**src/rtl/core/bocp_pkg.sv**
```systemverilog
// Shared types, constants and the helper function of the open-collector pin decoder.
// Used by the table, pin gate, top level, checker and testbench; depends on nothing.
package bocp_pkg;

    // Field widths fixed by the request and result formats.
    localparam int REQ_W      = 3;
    localparam int BAND_W     = 5;
    localparam int PIN_W      = 7;
    localparam int ACT_W      = 3;
    localparam int PINS       = 7;
    localparam int TBL_W      = 2;
    localparam int CFG_IDX_W  = 3;
    localparam int CFG_DATA_W = 21;

    // Request type codes.
    localparam logic [REQ_W-1:0] REQ_COMPUTE  = 3'd0;
    localparam logic [REQ_W-1:0] REQ_WR_RX_A  = 3'd1;
    localparam logic [REQ_W-1:0] REQ_WR_TX_A  = 3'd2;
    localparam logic [REQ_W-1:0] REQ_WR_RX_B  = 3'd3;
    localparam logic [REQ_W-1:0] REQ_WR_TX_B  = 3'd4;

    // Mask table select codes, used as the upper address bits of the table memory.
    localparam logic [TBL_W-1:0] TBL_RX_A = 2'd0;
    localparam logic [TBL_W-1:0] TBL_TX_A = 2'd1;
    localparam logic [TBL_W-1:0] TBL_RX_B = 2'd2;
    localparam logic [TBL_W-1:0] TBL_TX_B = 2'd3;

    // Transmit action codes of one pin.
    localparam logic [ACT_W-1:0] ACT_MOX          = 3'd0;
    localparam logic [ACT_W-1:0] ACT_TUNE         = 3'd1;
    localparam logic [ACT_W-1:0] ACT_TWOTONE      = 3'd2;
    localparam logic [ACT_W-1:0] ACT_MOX_TUNE     = 3'd3;
    localparam logic [ACT_W-1:0] ACT_MOX_TWOTONE  = 3'd4;
    localparam logic [ACT_W-1:0] ACT_TUNE_TWOTONE = 3'd5;
    localparam logic [ACT_W-1:0] ACT_ALL          = 3'd6;

    // Configuration register indexes.
    localparam logic [CFG_IDX_W-1:0] CFG_PIN_ACTIONS = 3'd0;
    localparam logic [CFG_IDX_W-1:0] CFG_TX_AMP_GATE = 3'd1;
    localparam logic [CFG_IDX_W-1:0] CFG_RX_AMP_GATE = 3'd2;
    localparam logic [CFG_IDX_W-1:0] CFG_SPLIT_PINS  = 3'd3;
    localparam logic [CFG_IDX_W-1:0] CFG_A_BIT_MASK  = 3'd4;
    localparam logic [CFG_IDX_W-1:0] CFG_VFO_B_TX    = 3'd5;
    localparam logic [CFG_IDX_W-1:0] CFG_SECOND_RX   = 3'd6;
    localparam logic [CFG_IDX_W-1:0] CFG_HERMES_TYPE = 3'd7;

    // Every pin uses the widest action (any keying) after reset.
    localparam logic [CFG_DATA_W-1:0] PIN_ACTIONS_RST = 21'd1797558;

    // Request payload.
    typedef struct packed {
        logic [REQ_W-1:0]  req_type;
        logic [BAND_W-1:0] band_a;
        logic [BAND_W-1:0] band_b;
        logic [PIN_W-1:0]  mask_value;
        logic              transmit;
        logic              tune;
        logic              two_tone;
        logic              amp_on;
    } t_req;

    // Result payload.
    typedef struct packed {
        logic [PIN_W-1:0] oc_bits;
    } t_res;

    // Configuration register file.
    typedef struct packed {
        logic [CFG_DATA_W-1:0] pin_actions;
        logic [PIN_W-1:0]      tx_amp_gate;
        logic [PIN_W-1:0]      rx_amp_gate;
        logic                  split_pins;
        logic [PIN_W-1:0]      a_bit_mask;
        logic                  vfo_b_transmits;
        logic                  second_rx_on;
        logic                  hermes_type;
    } t_cfg;

    // Keying and band status that travel with a compute request.
    typedef struct packed {
        logic transmit;
        logic tune;
        logic two_tone;
        logic amp_on;
        logic a_ok;
        logic b_ok;
    } t_ctx;

    // Whether a pin with the given action code is driven for this keying state.
    function automatic logic action_fires(input logic [ACT_W-1:0] code, input logic tx,
                                          input logic tu, input logic tt);
        logic fire;
        case (code)
            ACT_MOX:          fire = tx && !tu && !tt;
            ACT_TUNE:         fire = tu;
            ACT_TWOTONE:      fire = tt;
            ACT_MOX_TUNE:     fire = (tx || tu) && !tt;
            ACT_MOX_TWOTONE:  fire = (tx || tt) && !tu;
            ACT_TUNE_TWOTONE: fire = tu || tt;
            ACT_ALL:          fire = tx || tu || tt;
            default:          fire = 1'b0;
        endcase
        return fire;
    endfunction

endpackage

```
**src/rtl/core/bocp_stream_if.sv**
```systemverilog
// Valid/ready stream channel used for the request and result ports.
// The payload type is a parameter; depends on nothing else.
interface bocp_stream_if #(
    parameter type T = logic
);
    logic valid;
    logic ready;
    T     data;

    modport source (output valid, output data, input ready);
    modport sink   (input valid, input data, output ready);
endinterface

```
**src/rtl/core/bocp_ram.sv**
```systemverilog
// Generic synchronous RAM: one write port, two read ports with registered data.
// Stand-alone; no package needed.
module bocp_ram #(
    parameter int WIDTH = 7,
    parameter int DEPTH = 64
) (
    input  logic                                 i_clk,
    input  logic                                 i_we,
    input  logic [((DEPTH > 1) ? $clog2(DEPTH) : 1)-1:0] i_waddr,
    input  logic [WIDTH-1:0]                     i_wdata,
    input  logic                                 i_re,
    input  logic [((DEPTH > 1) ? $clog2(DEPTH) : 1)-1:0] i_raddr0,
    input  logic [((DEPTH > 1) ? $clog2(DEPTH) : 1)-1:0] i_raddr1,
    output logic [WIDTH-1:0]                     o_rdata0,
    output logic [WIDTH-1:0]                     o_rdata1
);

    logic [WIDTH-1:0] r_mem [DEPTH];
    logic [WIDTH-1:0] r_rdata0;
    logic [WIDTH-1:0] r_rdata1;

    // Write port.
    always_ff @(posedge i_clk) begin
        if (i_we) begin
            r_mem[i_waddr] <= i_wdata;
        end
    end

    // Both read ports register their data and hold it while no read is issued.
    always_ff @(posedge i_clk) begin
        if (i_re) begin
            r_rdata0 <= r_mem[i_raddr0];
            r_rdata1 <= r_mem[i_raddr1];
        end
    end

    assign o_rdata0 = r_rdata0;
    assign o_rdata1 = r_rdata1;

endmodule

```
**src/rtl/core/bocp_table.sv**
```systemverilog
// Mask table store: address selection, table memory, valid bits and the lookup stage.
// Depends on bocp_pkg and bocp_ram.
module bocp_table #(
    parameter int BANDS = 16
) (
    input  logic                         i_clk,
    input  logic                         i_rst_n,
    input  logic                         i_acc,
    input  bocp_pkg::t_req               i_req,
    input  bocp_pkg::t_cfg               i_cfg,
    output logic [bocp_pkg::PIN_W-1:0]   o_base,
    output bocp_pkg::t_ctx               o_ctx
);

    localparam int BW    = (BANDS > 1) ? $clog2(BANDS) : 1;
    localparam int AW    = BW + bocp_pkg::TBL_W;
    localparam int DEPTH = 2 ** AW;
    localparam logic [bocp_pkg::BAND_W-1:0] BAND_LIM = bocp_pkg::BAND_W'(BANDS);

    logic                              a_ok;
    logic                              b_ok;
    logic                              is_write;
    logic                              wr_en;
    logic                              rd_en;
    logic [bocp_pkg::TBL_W-1:0]        wr_tbl;
    logic [bocp_pkg::TBL_W-1:0]        rd_tbl_a;
    logic [bocp_pkg::TBL_W-1:0]        rd_tbl_b;
    logic [bocp_pkg::BAND_W-1:0]       sel_band;
    logic [AW-1:0]                     waddr;
    logic [AW-1:0]                     raddr_a;
    logic [AW-1:0]                     raddr_b;
    logic [bocp_pkg::PIN_W-1:0]        ram_a;
    logic [bocp_pkg::PIN_W-1:0]        ram_b;
    logic [bocp_pkg::PIN_W-1:0]        data_a;
    logic [bocp_pkg::PIN_W-1:0]        data_b;
    logic                              zero;
    logic [DEPTH-1:0]                  r_valid;
    logic                              r_va;
    logic                              r_vb;
    logic                              r_zero;
    bocp_pkg::t_ctx                    r_ctx;

    assign a_ok = i_req.band_a < BAND_LIM;
    assign b_ok = i_req.band_b < BAND_LIM;

    // Decode the table that a write request targets.
    always_comb begin
        is_write = 1'b1;
        wr_tbl   = bocp_pkg::TBL_RX_A;
        case (i_req.req_type)
            bocp_pkg::REQ_WR_RX_A: wr_tbl = bocp_pkg::TBL_RX_A;
            bocp_pkg::REQ_WR_TX_A: wr_tbl = bocp_pkg::TBL_TX_A;
            bocp_pkg::REQ_WR_RX_B: wr_tbl = bocp_pkg::TBL_RX_B;
            bocp_pkg::REQ_WR_TX_B: wr_tbl = bocp_pkg::TBL_TX_B;
            default:               is_write = 1'b0;
        endcase
    end

    // Writes to a band outside the table are dropped.
    assign wr_en = i_acc && is_write && a_ok;
    assign rd_en = i_acc && (i_req.req_type == bocp_pkg::REQ_COMPUTE);

    // Pick the band whose A-table entry sets the base mask.
    always_comb begin
        sel_band = i_req.band_a;
        if (i_cfg.split_pins) begin
            sel_band = i_req.band_a;
        end else if (i_cfg.hermes_type) begin
            if (i_req.transmit) begin
                if (i_cfg.vfo_b_transmits && b_ok) begin
                    sel_band = i_req.band_b;
                end
            end else if (i_cfg.second_rx_on && b_ok && (i_req.band_b > i_req.band_a)) begin
                sel_band = i_req.band_b;
            end
        end else if (i_req.transmit && i_cfg.vfo_b_transmits && b_ok) begin
            sel_band = i_req.band_b;
        end
    end

    // Split mode with an invalid band B also clears the result.
    assign zero = !a_ok || (i_cfg.split_pins && !b_ok);

    assign rd_tbl_a = i_req.transmit ? bocp_pkg::TBL_TX_A : bocp_pkg::TBL_RX_A;
    assign rd_tbl_b = i_req.transmit ? bocp_pkg::TBL_TX_B : bocp_pkg::TBL_RX_B;
    assign waddr    = {wr_tbl, i_req.band_a[BW-1:0]};
    assign raddr_a  = {rd_tbl_a, sel_band[BW-1:0]};
    assign raddr_b  = {rd_tbl_b, i_req.band_b[BW-1:0]};

    bocp_ram #(
        .WIDTH (bocp_pkg::PIN_W),
        .DEPTH (DEPTH)
    ) u_ram (
        .i_clk    (i_clk),
        .i_we     (wr_en),
        .i_waddr  (waddr),
        .i_wdata  (i_req.mask_value),
        .i_re     (rd_en),
        .i_raddr0 (raddr_a),
        .i_raddr1 (raddr_b),
        .o_rdata0 (ram_a),
        .o_rdata1 (ram_b)
    );

    // Entry valid bits: an entry never written since reset reads as zero.
    always_ff @(posedge i_clk) begin
        if (!i_rst_n) begin
            r_valid <= '0;
        end else if (wr_en) begin
            r_valid[waddr] <= 1'b1;
        end
    end

    // Lookup stage state, loaded together with the memory read data.
    always_ff @(posedge i_clk) begin
        if (rd_en) begin
            r_va  <= r_valid[raddr_a];
            r_vb  <= r_valid[raddr_b];
            r_zero <= zero;
            r_ctx <= '{transmit: i_req.transmit, tune: i_req.tune,
                       two_tone: i_req.two_tone, amp_on: i_req.amp_on,
                       a_ok: a_ok, b_ok: b_ok};
        end
    end

    // Combine the A and B entries into the base mask.
    assign data_a = r_va ? ram_a : '0;
    assign data_b = r_vb ? ram_b : '0;

    always_comb begin
        if (r_zero) begin
            o_base = '0;
        end else if (i_cfg.split_pins) begin
            o_base = (data_a & i_cfg.a_bit_mask) | data_b;
        end else begin
            o_base = data_a;
        end
    end

    assign o_ctx = r_ctx;

endmodule

```
**src/rtl/core/bocp_pin_gate.sv**
```systemverilog
// Per-pin gating of the base mask by action codes, amplifier gates and band validity.
// Depends on bocp_pkg.
module bocp_pin_gate (
    input  logic [bocp_pkg::PIN_W-1:0] i_base,
    input  bocp_pkg::t_ctx             i_ctx,
    input  bocp_pkg::t_cfg             i_cfg,
    output logic [bocp_pkg::PIN_W-1:0] o_oc
);

    logic [bocp_pkg::PIN_W-1:0] gate;

    // Each pin is evaluated on its own; pins whose band is invalid stay off.
    always_comb begin
        gate = '0;
        for (int p = 0; p < bocp_pkg::PINS; p++) begin
            logic band_ok;
            logic on;
            if (i_cfg.split_pins) begin
                band_ok = i_cfg.a_bit_mask[p] ? i_ctx.a_ok : i_ctx.b_ok;
            end else begin
                band_ok = i_cfg.vfo_b_transmits ? i_ctx.b_ok : i_ctx.a_ok;
            end
            if (i_ctx.transmit) begin
                on = (!i_cfg.tx_amp_gate[p] || i_ctx.amp_on) &&
                     bocp_pkg::action_fires(i_cfg.pin_actions[p*bocp_pkg::ACT_W +: bocp_pkg::ACT_W],
                                            i_ctx.transmit, i_ctx.tune, i_ctx.two_tone);
            end else begin
                on = !i_cfg.rx_amp_gate[p] || i_ctx.amp_on;
            end
            gate[p] = band_ok && on;
        end
    end

    assign o_oc = i_base & gate;

endmodule

```
**src/rtl/core/band_oc_pin_decoder.sv**
```systemverilog
// Top level of the open-collector pin decoder: configuration registers and pipeline control.
// Depends on bocp_pkg, bocp_stream_if, bocp_table and bocp_pin_gate.
//
// Usage:
//   i_req carries requests. A compute request (band A, band B, transmit, tune,
//   two-tone and amplifier flags) yields one oc_bits result on o_res; a table
//   write request stores mask_value into one of the four per-band mask tables
//   at index band_a and yields nothing. Unknown request types and writes to a
//   band at or beyond BANDS are dropped.
//   Configuration registers are written through i_cfg_we / i_cfg_idx /
//   i_cfg_wdata while no request is in flight.
//   The table memory read is issued at the edge that accepts a compute request,
//   which also loads the lookup stage; the output register loads from the lookup
//   stage when it is free, and the result then shows on o_res.
//   Throughput: one request per cycle, set by the single memory read per request,
//   while o_res is not stalled. When o_res is stalled the result holds, one more
//   compute request waits in the lookup stage, and i_req.ready drops until the output drains.
//   Reset clears all tables (through per-entry valid bits), loads the register
//   defaults and empties the pipeline.
module band_oc_pin_decoder #(
    parameter int BANDS = 16
) (
    input  logic                                i_clk,
    input  logic                                i_rst_n,
    bocp_stream_if.sink                         i_req,
    bocp_stream_if.source                       o_res,
    input  logic                                i_cfg_we,
    input  logic [bocp_pkg::CFG_IDX_W-1:0]      i_cfg_idx,
    input  logic [bocp_pkg::CFG_DATA_W-1:0]     i_cfg_wdata
);

    bocp_pkg::t_req              req;
    bocp_pkg::t_cfg              r_cfg;
    bocp_pkg::t_cfg              n_cfg;
    bocp_pkg::t_ctx              ctx;
    logic [bocp_pkg::PIN_W-1:0]  base;
    logic [bocp_pkg::PIN_W-1:0]  oc;
    logic                        r_s1_valid;
    logic                        r_out_valid;
    bocp_pkg::t_res              r_out;
    logic                        in_ready;
    logic                        in_acc;
    logic                        s1_adv;

    assign req = i_req.data;

    // Configuration register writes.
    always_comb begin
        n_cfg = r_cfg;
        if (i_cfg_we) begin
            case (i_cfg_idx)
                bocp_pkg::CFG_PIN_ACTIONS: n_cfg.pin_actions     = i_cfg_wdata;
                bocp_pkg::CFG_TX_AMP_GATE: n_cfg.tx_amp_gate     = i_cfg_wdata[bocp_pkg::PIN_W-1:0];
                bocp_pkg::CFG_RX_AMP_GATE: n_cfg.rx_amp_gate     = i_cfg_wdata[bocp_pkg::PIN_W-1:0];
                bocp_pkg::CFG_SPLIT_PINS:  n_cfg.split_pins      = i_cfg_wdata[0];
                bocp_pkg::CFG_A_BIT_MASK:  n_cfg.a_bit_mask      = i_cfg_wdata[bocp_pkg::PIN_W-1:0];
                bocp_pkg::CFG_VFO_B_TX:    n_cfg.vfo_b_transmits = i_cfg_wdata[0];
                bocp_pkg::CFG_SECOND_RX:   n_cfg.second_rx_on    = i_cfg_wdata[0];
                bocp_pkg::CFG_HERMES_TYPE: n_cfg.hermes_type     = i_cfg_wdata[0];
                default: ;
            endcase
        end
    end

    always_ff @(posedge i_clk) begin
        if (!i_rst_n) begin
            r_cfg <= '{pin_actions: bocp_pkg::PIN_ACTIONS_RST, tx_amp_gate: '0,
                       rx_amp_gate: '0, split_pins: 1'b0, a_bit_mask: '0,
                       vfo_b_transmits: 1'b0, second_rx_on: 1'b0, hermes_type: 1'b0};
        end else begin
            r_cfg <= n_cfg;
        end
    end

    // Handshake: the lookup stage moves on whenever the output register is free.
    assign s1_adv   = r_s1_valid && (!r_out_valid || o_res.ready);
    assign in_ready = !r_s1_valid || !r_out_valid || o_res.ready;
    assign in_acc   = i_req.valid && in_ready;

    bocp_table #(
        .BANDS (BANDS)
    ) u_table (
        .i_clk   (i_clk),
        .i_rst_n (i_rst_n),
        .i_acc   (in_acc),
        .i_req   (req),
        .i_cfg   (r_cfg),
        .o_base  (base),
        .o_ctx   (ctx)
    );

    bocp_pin_gate u_gate (
        .i_base (base),
        .i_ctx  (ctx),
        .i_cfg  (r_cfg),
        .o_oc   (oc)
    );

    // Lookup stage occupancy: only compute requests enter it.
    always_ff @(posedge i_clk) begin
        if (!i_rst_n) begin
            r_s1_valid <= 1'b0;
        end else if (in_acc && (req.req_type == bocp_pkg::REQ_COMPUTE)) begin
            r_s1_valid <= 1'b1;
        end else if (s1_adv) begin
            r_s1_valid <= 1'b0;
        end
    end

    // Output register.
    always_ff @(posedge i_clk) begin
        if (!i_rst_n) begin
            r_out_valid <= 1'b0;
        end else if (s1_adv) begin
            r_out_valid <= 1'b1;
        end else if (o_res.ready) begin
            r_out_valid <= 1'b0;
        end
    end

    always_ff @(posedge i_clk) begin
        if (s1_adv) begin
            r_out.oc_bits <= oc;
        end
    end

    assign i_req.ready = in_ready;
    assign o_res.valid = r_out_valid;
    assign o_res.data  = r_out;

endmodule

```
**src/flat_wrapper.sv**
```systemverilog
// flat-port wrapper written by rule: the top's interface ports become plain ports
module band_oc_pin_decoder_flat 
#(
    parameter int BANDS = 16
)
  (i_clk, i_rst_n, i_cfg_we, i_cfg_idx, i_cfg_wdata, i_req_valid, i_req_data, i_req_ready, o_res_valid, o_res_data, o_res_ready);
  bocp_stream_if #(.T(bocp_pkg::t_req)) i_req_i ();
  bocp_stream_if #(.T(bocp_pkg::t_res)) o_res_i ();
  input  logic i_clk;
  input  logic i_rst_n;
  input  logic i_cfg_we;
  input  logic [bocp_pkg::CFG_IDX_W-1:0] i_cfg_idx;
  input  logic [bocp_pkg::CFG_DATA_W-1:0] i_cfg_wdata;
  input wire logic [$bits(i_req_i.valid)-1:0] i_req_valid;
  input wire logic [$bits(i_req_i.data)-1:0] i_req_data;
  output wire logic [$bits(i_req_i.ready)-1:0] i_req_ready;
  output wire logic [$bits(o_res_i.valid)-1:0] o_res_valid;
  output wire logic [$bits(o_res_i.data)-1:0] o_res_data;
  input wire logic [$bits(o_res_i.ready)-1:0] o_res_ready;
  assign i_req_i.valid = i_req_valid;
  assign i_req_i.data = i_req_data;
  assign i_req_ready = i_req_i.ready;
  assign o_res_valid = o_res_i.valid;
  assign o_res_data = o_res_i.data;
  assign o_res_i.ready = o_res_ready;
  band_oc_pin_decoder #(.BANDS(BANDS)) u_core (.i_clk(i_clk), .i_rst_n(i_rst_n), .i_req(i_req_i), .o_res(o_res_i), .i_cfg_we(i_cfg_we), .i_cfg_idx(i_cfg_idx), .i_cfg_wdata(i_cfg_wdata));
endmodule
```
**config.mk**
```make
export PLATFORM = sky130hd
export DESIGN_NAME = band_oc_pin_decoder_flat
export DESIGN_NICKNAME = d
export VERILOG_FILES = /design/src/rtl/core/bocp_pkg.sv /design/src/rtl/core/bocp_stream_if.sv /design/src/rtl/core/bocp_ram.sv /design/src/rtl/core/bocp_table.sv /design/src/rtl/core/bocp_pin_gate.sv /design/src/rtl/core/band_oc_pin_decoder.sv /design/src/flat_wrapper.sv
export SDC_FILE = /design/constraint.sdc
export NUM_CORES = 1
export LEC_CHECK = 0
export ABC_AREA = 1
export ABC_CLOCK_PERIOD_IN_PS = 2700
export BUFFER_PORTS_ARGS = -buffer_cell sky130_fd_sc_hd__buf_4
export CORE_MARGIN = 3
export CORE_UTILIZATION = 56
export DETAILED_ROUTE_END_ITERATION = 10
export PLACE_DENSITY = 0.8
export SLEW_MARGIN = 30
export SYNTH_ARGS = -nofsm -noshare
export SYNTH_HDL_FRONTEND = slang
export SYNTH_SLANG_ARGS = --single-unit
```
**constraint.sdc**
```tcl
create_clock -name i_clk -period 2.7 [get_ports i_clk]
set_input_delay 0.135 -clock i_clk [delete_from_list [all_inputs] [get_ports i_clk]]
set_output_delay 0.135 -clock i_clk [all_outputs]
set_load 0.05 [all_outputs]
```
==> results of run 1 <==
[critical path, delay by kind of cell, from the launching register on]
kind                   cells  cell delay [ns]
buffers and inverters      2             0.28
AND/OR/NAND/NOR            6             1.60
flip-flops                 1             0.34
[state kept, by name, indices dropped and copies added, names as in the netlist]
signal	cells
u_core.u_table.u_ram.r_mem	448
u_core.u_table.r_valid	64
u_core.r_cfg	46
u_core.o_res.data	7
u_core.u_table.u_ram.o_rdata0	7
u_core.u_table.u_ram.o_rdata1	7
u_core.u_table.o_ctx	6
u_core.o_res.valid	1
u_core.r_s1_valid	1
u_core.u_table.r_va	1
u_core.u_table.r_vb	1
u_core.u_table.r_zero	1
[cell type report]
| class | instances | area (um2) | area share |
|---|---|---|---|
| diodes | 1 | 2.50 | 0.0000858 |
| repair buffers | 246 | 2330 | 0.0799 |
| well taps | 585 | 732 | 0.0251 |
| inverters | 102 | 384 | 0.0132 |
| multi-input cells | 1544 | 7240 | 0.248 |
| clock buffers | 75 | 1560 | 0.0536 |
| flip-flops and latches | 590 | 16600 | 0.569 |
| clock inverters | 30 | 330 | 0.0113 |
[metal layers]
metal	part of all wire	GRT usage	routed length (um)	vias to the layer above
li1	-	-	-	8620
met1	0.38	0.400	26400	9271
met2	0.46	0.454	32100	1444
met3	0.13	0.0715	8930	220
met4	0.039	0.117	2730	0
met5	0	0	0	-
[cell families (layout without fill, tap and decap cells)]
logic type               count (synthesis)  after routing  synth area share
AND/OR/NAND/NOR                       1217           1217             0.206
AO/OA/AOI/OAI                          322            322            0.0787
buffers and inverters                  245            453            0.0436
other                                    0              1                 0
adder cells (fa/ha/maj)                  5              5           0.00252
flip-flops                             590            590             0.669
[where the power goes]
part / internal [mW] / switching (mW)
sequential: 9.88 / 0.0341
combinational: 0.532 / 1.09
clock: 4.65 / 3.39
total: 15.1 / 4.52
[how the worst max path moves through the flow]
stage	endpoint	cells past startpoint
final	u_core.u_table.u_ram.r_mem[31][6]$_DFFE_PP_	8
after global routing	u_core.u_table.u_ram.o_rdata0[4]$_DFFE_PP_	24
after CTS	u_core.u_table.u_ram.o_rdata0[2]$_DFFE_PP_	21
after detailed placement	u_core.u_table.u_ram.o_rdata0[0]$_DFFE_PP_	22
after global placement	u_core.u_table.u_ram.o_rdata0[0]$_DFFE_PP_	22
after floorplan	u_core.u_table.o_ctx[0]$_DFFE_PP_	5
[through the flow]
stage | worst slack (ns) | cells | hold WS [ns]
floorplan | 0.0330 | 2379 | 0.234
global placement | 0.0588 | 3003 | 0.316
detailed placement | -0.0251 | 3003 | 0.315
CTS | 0.132 | 3160 | 0.0366
global route | -0.0167 | 3172 | 0.0650
finish | 0.115 | 3173 | 0.0826
[cells in the final DEF (no fill, tap or decap), types with 2 or more instances in the layout]
cell type        n
a21oi_1         27
a31oi_1         12
a32oi_1          7
buf_12          18
buf_4          168
bufinv_16        6
clkbuf_1        10
clkbuf_16       62
clkbuf_8         9
clkinv_1         8
clkinv_2        11
dfxtp_1        112
dlygate4sd3_1   52
edfxtp_1       478
ha_1             4
inv_1           95
inv_2            6
inv_6            2
nand2_1        448
nand2_2          8
nand2_4          3
nand3_1        275
nand3_2         10
nand3b_1        24
nand4_1         14
nor2_1         422
nor2_2           4
nor3_1           6
o211ai_1         8
o21ai_0        179
o21ai_1          4
o21bai_1         4
o221ai_1        54
o22ai_1         16
o31ai_1          7
[what timing repair did]
action                                 4_1_cts  5_1_grt
resized for setup                            0       24
setup endpoints to repair                    0       13
hold buffers                                52        0
endpoints found under the hold margin       54        0
buffers inserted                             0        6
==> flow_summary.yaml, run 1 <==
critical_path:
  cp_data_arrival_time_ns: 2.84
  required_ns: 2.95
  cp-start-kind: "register"
  critical_path_class: "reg -> reg"
  crit_fanout: 8
  critical_path.slowest_cell: "nor2_1"
  cp-end-kind: "register"
  crit-reg2reg-capture: "u_core.u_table.u_ram.r_mem[31][6]$_DFFE_PP_"
  rr_worst_depth: 8
  r2r_start: "u_core.o_res.valid$_SDFFE_PN0P_"
  path_common_cell: "nand2_1"
  critPathMaxStageDelay_ns: 0.59
  crit_start: "u_core.o_res.valid$_SDFFE_PN0P_"
  worstPathCellList: "nand2_1, inv_1, nand2_1, nand2_1, nor4_4, nand4_1, buf_4, nor2_1"
  reg2reg_slack_ns: 0.12
die:
  die_x_um: 216
  pin_count: 62
  start_util: 0.571
  coreArea_mm2: 0.0435
  die_y_um: 216
  dieArea_mm2: 0.0468
  rows: 76
synthesis:
  netlist_instances: 2379
  synth_top_area_cell: "edfxtp_1"
  synth.most_common_cell: "edfxtp_1"
  synth-edff-count: 478
  ys_ff_latch: 590
  synth_top_area_frac: 0.579
  syn_avg_cell_area_um2: 10.4
  synthFlopType: "edfxtp_1"
  seq_area_frac_synth: 0.669
  syn_area_mm2: 0.0248
  synthTopCellsByArea: "edfxtp_1 (58%), dfxtp_1 (9.0%), nand2_1 (6.9%)"
  synth_common_cells: "edfxtp_1 (478), nand2_1 (455), nor2_1 (425)"
  syn-num-nets: 2437
  synth-async-reset-ratio: 0
  yosysUniqueCellTypes: 38
  yosysWarningCount: 0
cts:
  clockBufferDepth: 3
  clk_latency_ns: 0.62
  cts_tree: "yes"
  cts.sinks: 590
  cts_buffers: 56
  clk_pin_slew_ns: 0.06
  root_buffer: "clkbuf_16"
  htree_levels: 2
power_and_ir_drop:
  leakagePower_nw: 11.0
  total_power_mw: 19.6
  pwr_density_cell_mw_per_mm2: 671
  peakVddDrop_uv: 515
timing:
  worst_pin_slew_ns: 0.845
  finalSetupTns_ns: 0
  min_period_over_period: 0.957
  slew_headroom: 0.437
  timing.fmax_mhz: 387
  fin_crit_ns: 2.58
  finalMaxSlewViolations: 0
  hold_viol: 0
  setup_viol_count_final: 0
  fin_skew_ns: 0.0144
min_path:
  min_to: "u_core.u_table.o_ctx[5]$_DFFE_PP_"
  whs_path_depth: 2
  worstHoldStart: "i_req_data[3]"
  min_path_type: "in -> reg"
final_layout:
  area_growth_pct: 17.7
  fillerInstances: 2973
  drive_above_1_share: 0.124
  fin_area_mm2: 0.0292
  fin_util: 0.672
  fin_nets: 2598
grt:
  grt_max_degree: 129
  grt_pass1_wl_um: 106000
  track_usage: 0.292
  antenna_found_initial: 0
  grt_overflow_total: 0
  grt_pass1_vias: 18500
drt:
  antenna_left: 0
  detail_route.wl_per_cell_um: 22.1
  via_per_inst: 6.16
  vias: 19600
  drt_iter0_drc: 3223
  drcViolationCount: 0
  first_pass_iters: 6
  wirelength_um: 70100
place:
  hpwl_um: 40900
  place_congestion: 0.998
  port_buffers: 61
  place_area_mm2: 0.0264
outcome:
  run_status: "complete, no violations"
flow_run:
  drv_cap: 0
Power figures use the tool's default switching activity.
==> run 2, diff against run 1 <==
CORE_UTILIZATION = 58   (was 56)
CTS_BUF_LIST = sky130_fd_sc_hd__clkbuf_8   (was unset)
PLACE_DENSITY = 0.83   (was 0.8)
==> flow_summary.yaml, run 2 (same netlist as run 1, synthesis figures left out) <==
grt:
  track_usage: 0.304
  grtUsageMet2: 0.483
  gr-usage-met1: 0.400
  grt_max_degree: 130
  grt.busiest_layer: "met2"
  grt_pass1_wl_um: 105000
  met3_usage: 0.0682
  antenna_found_initial: 3
  grt_pass1_vias: 19200
  grt_overflow_total: 0
drt:
  vias: 19700
  drcViolationCount: 0
  via_per_inst: 6.16
  wirelength_um: 70000
  detail_route.wl_per_cell_um: 21.8
  antenna_left: 0
  first_pass_iters: 7
  drt_iter0_drc: 2948
timing:
  final.hold.worst_slack_ns: 0.0994
  slew_headroom: 0.442
  fin_crit_ns: 2.60
  fin_skew_ns: 0.0293
  worst_pin_slew_ns: 0.837
  min_period_over_period: 0.962
  setup_viol_count_final: 0
  hold_viol: 0
  finalMaxSlewViolations: 0
  timing.fmax_mhz: 385
critical_path:
  path_common_cell: "nand2_1"
  critical_path.slowest_cell: "dlygate4sd3_1"
  cp-end-kind: "register"
  cp_data_arrival_time_ns: 2.99
  required_ns: 3.09
  crit_start: "i_req_data[20]"
  reg2reg_slack_ns: 0.12
  critPathMaxStageDelay_ns: 0.55
  cp-start-kind: "primary input"
  crit_fanout: 8
  worstPathCellList: "dlygate4sd3_1, buf_4, inv_2, ha_4, nand2_2, nor2_4, nand2_2, nand3_4, nand2_4, buf_4, o21ai_1, nand2_1, o21ai_2, nand2_2, a21boi_4, buf_12, clkbuf_16, nand3_1, nand3_2, nand2_1, nand2_1, nand2_1"
  critical_path_class: "in -> reg"
  r2r_start: "u_core.o_res.valid$_SDFFE_PN0P_"
outcome:
  run_status: "complete, no violations"
final_layout:
  drive_above_1_share: 0.148
  final_common_cell: "edfxtp_1"
  fin_cells: 3203
  regMostFlops: "u_core.u_table.u_ram.r_mem"
  largest_register_ffs: 448
  most-common-layout-cells: "edfxtp_1 (478), nand2_1 (449), nor2_1 (417)"
  fin_area_mm2: 0.0292
  area_growth_pct: 17.7
  largestRegisters: "u_core.u_table.u_ram.r_mem: 448 flops, u_core.u_table.r_valid: 64 flops, u_core.r_cfg: 46 flops"
  fin_nets: 2644
min_path:
  worstHoldStart: "i_req_data[8]"
  min_path_type: "in -> reg"
place:
  dp.cells: 2965
  hpwl_um: 40200
  port_buffers: 61
  place_congestion: 0.896
  place_area_mm2: 0.0264
power_and_ir_drop:
  total_power_mw: 18.8
  sw_frac_of_total: 0.242
  pwr_density_cell_mw_per_mm2: 644
  clkPwrFrac: 0.384
  peakVddDrop_uv: 379
  seqPwrFrac: 0.528
  netSwitchingPower_mw: 4.55
  combinationalPowerShare: 0.088
  leakagePower_nw: 11.2
  p_int_mw: 14.2
cts:
  clk_latency_ns: 0.66
  clk_pin_slew_ns: 0.06
  htree_levels: 3
  cts.sinks: 590
  cts_tree: "yes"
  clockBufferDepth: 3
  root_buffer: "clkbuf_8"
  cts_buffers: 88
die:
  rows: 75
  die_y_um: 213
  coreArea_mm2: 0.0421
  die_x_um: 213
  pin_count: 62
  dieArea_mm2: 0.0453
  start_util: 0.589
flow_run:
  drv_cap: 0
==> run 2: cell types whose count changed in the layout (fill, tap and decap cells not counted), moves of 5 or more <==
cell	change
buf_4	+13
clkbuf_1	-10
inv_1	+30
nor2_1	-5
nand3_2	+17
clkbuf_8	+99
clkbuf_16	-57
nand3_1	-18
==> run 2: worst paths after layout <==
path | end | cells after the start
setup / recovery | u_core.u_table.u_ram.o_rdata0[3]$_DFFE_PP_ | 22
hold / removal | u_core.u_table.u_ram.r_mem[20][4]$_DFFE_PP_ | 1
setup reg to reg | u_core.u_table.u_ram.r_mem[35][0]$_DFFE_PP_ | 9
hold reg to reg | u_core.u_table.r_valid[57]$_SDFFE_PN0P_ | 2
==> run 2: power by group through the flow <==
stage,Clock [mW],Sequential [mW],Combinational [mW]
2_1_floorplan,0,10.1,0.822
3_3_place_gp,0,10.1,1.38
3_5_place_dp,0,10.1,1.41
4_1_cts,7.25,9.91,1.48
5_1_grt,7.69,9.91,1.77
6_report,7.22,9.91,1.65
==> run 2: through the flow <==
| step | TNS (ns) | worst slack [ns] | utilization |
|---|---|---|---|
| finish | 0 | 0.101 | 0.693 |
| global route | -0.00523 | -0.00509 | 0.693 |
| CTS | 0 | 0.00866 | 0.682 |
| detailed placement | -0.860 | -0.140 | 0.627 |
| global placement | -0.440 | -0.103 | 0.627 |
| floorplan | 0 | 0.0330 | - |
==> run 2: worst max-delay path: cells and delay by family <==
kind	cells	cell delay, ns
and+or+nand+nor	12	1.00
AOI/OAI and AO/OA	3	0.37
adders and majority gates	1	0.27
buffers and inverters	6	1.20
==> run 2: layout make-up <==
class | count | area, um2
sequential | 590 | 16600
fill | 2749 | 12900
multi-input combinational | 1544 | 7360
timing repair buffer | 260 | 2400
clock buffer | 108 | 1490
tap | 539 | 674
inverter | 102 | 384
clock inverter | 58 | 293
antenna | 2 | 5.00
==> run 2: timing repair <==
action | 4_1_cts | 5_1_grt
resized for setup | 0 | 53
endpoints found under the setup margin | 0 | 55
hold buffers | 54 | 0
setup buffers | 0 | 10
hold endpoints to repair | 61 | 0
==> run 2: metal layers <==
metal	up-vias	part of all wire
met5	-	0.00019
met4	2	0.041
met3	237	0.12
met2	1501	0.47
met1	9255	0.36
li1	8746	-
